**config.mk**
```make
export PLATFORM = sky130hd
export DESIGN_NAME = mkc_cell
export DESIGN_NICKNAME = d
export VERILOG_FILES = /design/src/hdl/mkc_pkg.sv /design/src/hdl/mkc_cell.sv
export SDC_FILE = /design/constraint.sdc
export NUM_CORES = 1
export LEC_CHECK = 0
export ABC_AREA = 0
export BUFFER_PORTS_ARGS = -buffer_cell sky130_fd_sc_hd__buf_4
export CAP_MARGIN = 20
export CORE_MARGIN = 2
export CORE_UTILIZATION = 35
export CTS_CLUSTER_SIZE = 8
export DETAILED_ROUTE_END_ITERATION = 10
export RECOVER_POWER = 100
export SYNTH_ARGS = -nofsm -noshare
export SYNTH_HDL_FRONTEND = slang
export SYNTH_SLANG_ARGS = --single-unit
```
**constraint.sdc**
```tcl
create_clock -name i_clk -period 5.75 [get_ports i_clk]
set_input_delay 0.575 -clock i_clk [delete_from_list [all_inputs] [get_ports i_clk]]
set_output_delay 0.575 -clock i_clk [all_outputs]
set_load 0.05 [all_outputs]
```
**src/hdl/mkc_pkg.sv**
```systemverilog
`timescale 1ns / 1ps

package mkc_pkg;

    // table depth
    localparam int unsigned MKC_ENTRIES = 1024;

    localparam int unsigned KEY_W   = 32;
    localparam int unsigned COUNT_W = 32;
    localparam int unsigned MODE_W  = 2;

    // operation codes
    localparam logic [MODE_W-1:0] MODE_INSERT = 2'd0;
    localparam logic [MODE_W-1:0] MODE_DELETE = 2'd1;
    localparam logic [MODE_W-1:0] MODE_QUERY  = 2'd2;

    // result status codes
    localparam logic STATUS_OK   = 1'b0;
    localparam logic STATUS_FULL = 1'b1;

    localparam logic [COUNT_W-1:0] COUNT_MAX  = '1;
    localparam logic [COUNT_W-1:0] COUNT_ZERO = '0;
    localparam logic [COUNT_W-1:0] COUNT_ONE  = COUNT_W'(1);

    // input request
    typedef struct packed {
        logic [MODE_W-1:0]        mode;
        logic signed [KEY_W-1:0]  key;
    } t_in_req;

    // result
    typedef struct packed {
        logic [COUNT_W-1:0] count;
        logic               status;
    } t_out_rsp;

    // request as it travels from cell to cell
    typedef struct packed {
        logic                     valid;
        logic [MODE_W-1:0]        mode;
        logic signed [KEY_W-1:0]  key;
        logic                     found;
        logic [COUNT_W-1:0]       count;
    } t_link;

endpackage

```
**src/hdl/mkc_cell.sv**
```systemverilog
`timescale 1ns / 1ps

module mkc_cell
    import mkc_pkg::*;
(
    input  logic  i_clk,
    input  logic  i_rst_n,
    input  logic  i_en,
    input  t_link i_link,
    output t_link o_link
);

    logic                    r_valid;
    logic signed [KEY_W-1:0] r_key;
    logic [COUNT_W-1:0]      r_count;
    t_link                   r_link;

    logic                    n_valid;
    logic signed [KEY_W-1:0] n_key;
    logic [COUNT_W-1:0]      n_count;
    t_link                   n_link;

    logic hit;
    logic claim;

    // match against the stored key, or take a new key in the first free cell
    assign hit   = i_link.valid && r_valid && (r_key == i_link.key);
    assign claim = i_link.valid && !r_valid && !i_link.found
                   && (i_link.mode == MODE_INSERT);

    // entry update and request forwarding
    always_comb begin
        n_valid = r_valid;
        n_key   = r_key;
        n_count = r_count;
        n_link  = i_link;
        if (hit) begin
            unique case (i_link.mode)
                MODE_INSERT: begin
                    n_count = (r_count == COUNT_MAX) ? r_count : r_count + COUNT_ONE;
                end
                MODE_DELETE: begin
                    n_count = (r_count == COUNT_ZERO) ? r_count : r_count - COUNT_ONE;
                end
                default: begin
                    n_count = r_count;
                end
            endcase
            n_link.found = 1'b1;
            n_link.count = n_count;
        end else if (claim) begin
            n_valid      = 1'b1;
            n_key        = i_link.key;
            n_count      = COUNT_ONE;
            n_link.found = 1'b1;
            n_link.count = COUNT_ONE;
        end
    end

    // control state
    always_ff @(posedge i_clk) begin
        if (!i_rst_n) begin
            r_valid <= 1'b0;
            r_link  <= '0;
        end else if (i_en) begin
            r_valid <= n_valid;
            r_link  <= n_link;
        end
    end

    // entry payload
    always_ff @(posedge i_clk) begin
        if (i_en) begin
            r_key   <= n_key;
            r_count <= n_count;
        end
    end

    assign o_link = r_link;

endmodule

```
==> reports/metrics.cfg <==
[routing]
ant_nets = 0
drc = 0
routed_wirelength_mm = 15.6
route.vias.total = 4911
vias_per_cell = 5.20
wl_per_cell_um = 16.5
dr.pass1.iters = 5
drt-initial-drc-count = 305

[setup_path]
startpoint_type = input pin
critPathMostFrequentCell = clkbuf_1
critPathCaptureType = flip-flop
crit_type = in -> reg
path_delay_family = buffers and inverters
max_stage_delay_ns = 2.00
cp_data_arrival_time_ns = 4.25
rr_worst_depth = 7
crit_buf_inv = 2
r2r_slack_ns = 1.60
crit_fanout = 44
path_cells = clkbuf_1 -> and2_0 -> clkbuf_1
cp_slowest_cell = clkbuf_1
r2r-start = r_key[8]
r2r_end = r_count[6]
cp.required_ns = 5.76

[sta]
finalWorstSetupSlack_ns = 1.51
fin_crit_ns = 4.24
finalHoldViolations = 0
drv_slew = 87
finalSetupTns_ns = 0
rsz0062_at_grt = false
finalCritPeriodShare = 0.738
fin_skew_ns = 0.00918
worst_pin_slew_ns = 2.87
setup_violations = 0
timing.fmax_mhz = 236
slew_headroom = -0.915

[clocking]
clock_sinks = 133
cts_root_buffer = clkbuf_16
cts_setup_buffers = 0
cts_tree = yes
cts_resized = 0
cts-buffers-inserted = 17
htree_levels = 4
path_clk_slew_ns = 0.06
cts_buffer_depth = 2
insertion_delay_ns = 0.42
postCtsHoldBufs = 0

[floorplan]
core_mm2 = 0.0173
die_area_mm2 = 0.0188
die_x_um = 137
initial_utilization = 0.359
io_pins = 139
rows = 48
dieHeight_um = 137

[hold_path]
min_to = o_link[10]
min_path_type = in -> reg
min_from = i_link[10]
whs_path_depth = 3

[logic_synthesis]
yosys_warnings = 0
yosysTopAreaCellShare = 0.310
ys.flop_type = dfxtp_1
synth_top_area_cell = edfxtp_1
ys_seq_area_frac = 0.532
avgSynthCellArea_um2 = 10.8
synth_top_cells_by_area = edfxtp_1 31%, dfxtp_1 22%, mux2i_1 5.6%
synth_seq_cells = 133
synth_edf_count = 64
synthCells = 574
syn-num-nets = 648
synth_cell_types = 54
synthArstFlopShare = 0
netlist_area_mm2 = 0.00620

[global_routing]
grt_pass1_wl_mm = 24.7
grt_usage = 0.170
grt-ovfl-total = 0
grt_pass1_vias = 4856
grt_max_degree = 45
antenna_found_initial = 0

[job]
cap_violations = 3

[power_and_ir_drop]
pwr-share-seq = 0.445
clockPowerShare = 0.448
power.leakage_uw = 0.00264
combPwrFrac = 0.107
p_per_area_mw_per_mm2 = 306
p_int_uw = 1700
p_sw_frac = 0.273
max-vdd-ir-drop_mv = 0.206
p_sw_uw = 640

[placed_design]
dpl.hpwl_mm = 11.3
port_buffers = 138
gp_congestion = 0.878
post-place-ws_ns = 1.92

[finish]
drive_gt1_frac = 0.118
final_cell_mix = 103 x clkbuf_1, 69 x dfxtp_1, 64 x edfxtp_1
area_growth_pct = 23.5
final_common_cell = clkbuf_1
nNetsFinal = 780
antenna_cells = 0

[outcome]
status = finished with violations
violations = capacitance limit, slew limit

worst max-delay path by stage:
| stage | cells past startpoint | startpoint | to |
|---|---|---|---|
| 2_1_floorplan | 3 | i_en | r_key[0] |
| 3_3_place_gp | 8 | i_link[63] | r_count[15] |
| 3_5_place_dp | 7 | i_link[41] | o_link[1] |
| 4_1_cts | 6 | r_key[8] | o_link[1] |
| 5_1_grt | 4 | i_en | o_link[1] |
| 6_report | 3 | i_en | r_count[6] |
synth_stat cells (16+ instances only):
| cell type | n |
|---|---|
| clkbuf_1 | 27 |
| a22oi_1 | 31 |
| edfxtp_1 | 64 |
| dfxtp_1 | 69 |
| nand2_1 | 17 |
| xor2_1 | 36 |
| nor3_1 | 16 |
| o21ai_0 | 30 |
| xnor2_1 | 27 |
| nor4_1 | 20 |
| mux2i_1 | 35 |
| nor2_1 | 48 |
| nor2b_1 | 36 |
power by group through the flow:
stage | Combinational (uW) | Clock, uW | Sequential [uW]
finish | 251 | 1050 | 1040
global placement | 281 | 0 | 1060
floorplan | 73.9 | 0 | 1160
detailed placement | 285 | 0 | 1060
global route | 268 | 1120 | 1040
CTS | 286 | 1070 | 1040
state kept, by name, indices dropped and copies added (netlist names):
name / cells
o_link: 68
r_count: 32
r_key: 32
r_valid: 1
metal layers:
| layer | routed length [um] | GRT usage | vias up |
|---|---|---|---|
| met4 | 213 | 0.0573 | 0 |
| met1 | 6730 | 0.205 | 2347 |
| met5 | 0 | 0 | - |
| li1 | - | - | 2398 |
| met3 | 997 | 0.0530 | 18 |
| met2 | 7620 | 0.288 | 148 |
worst reg2reg max path, cell delays in order (launching register included):
cell      delay [ns]
edfxtp_1        0.40
xnor2_1         0.17
nand4_1         0.14
or4_1           0.59
or4_1           0.74
nand2b_1        0.20
and2_0          0.14
clkbuf_1        1.35
metrics by stage:
| stage | cell area (um2) | instances | hold slack, ns | total power [uW] | util |
|---|---|---|---|---|---|
| 6_report | 7660 | 944 | 0.375 | 2340 | 0.443 |
| 5_1_grt | 7660 | 944 | 0.373 | 2430 | 0.443 |
| 4_1_cts | 8020 | 942 | 0.338 | 2400 | 0.464 |
| 3_5_place_dp | 7440 | 910 | 0.472 | 1350 | 0.430 |
| 3_3_place_gp | 7440 | 910 | 0.467 | 1340 | 0.430 |
| 2_1_floorplan | 6200 | 574 | 0.486 | 1230 | - |
layout make-up:
type | count | area (um2)
inverters | 5 | 18.8
flip-flops and latches | 133 | 3300
fillers | 1742 | 9640
well taps | 225 | 282
clock inverters | 12 | 109
repair buffers | 144 | 726
clock buffers | 20 | 468
multi-input cells | 405 | 2750
cells by family (layout without fill, tap and decap cells):
family                   Yosys count  after routing  share of synthesized area
XOR/XNOR                          63             63                     0.0889
AND/OR/NAND/NOR                  199            199                      0.179
flip-flops                       133            133                      0.532
adder cells (fa/ha/maj)            3              3                    0.00605
multiplexers                      36             36                     0.0583
buffers and inverters             36            181                     0.0230
AO/OA/AOI/OAI                    104            104                      0.112
Note: power is estimated with default switching activity, not from simulation.
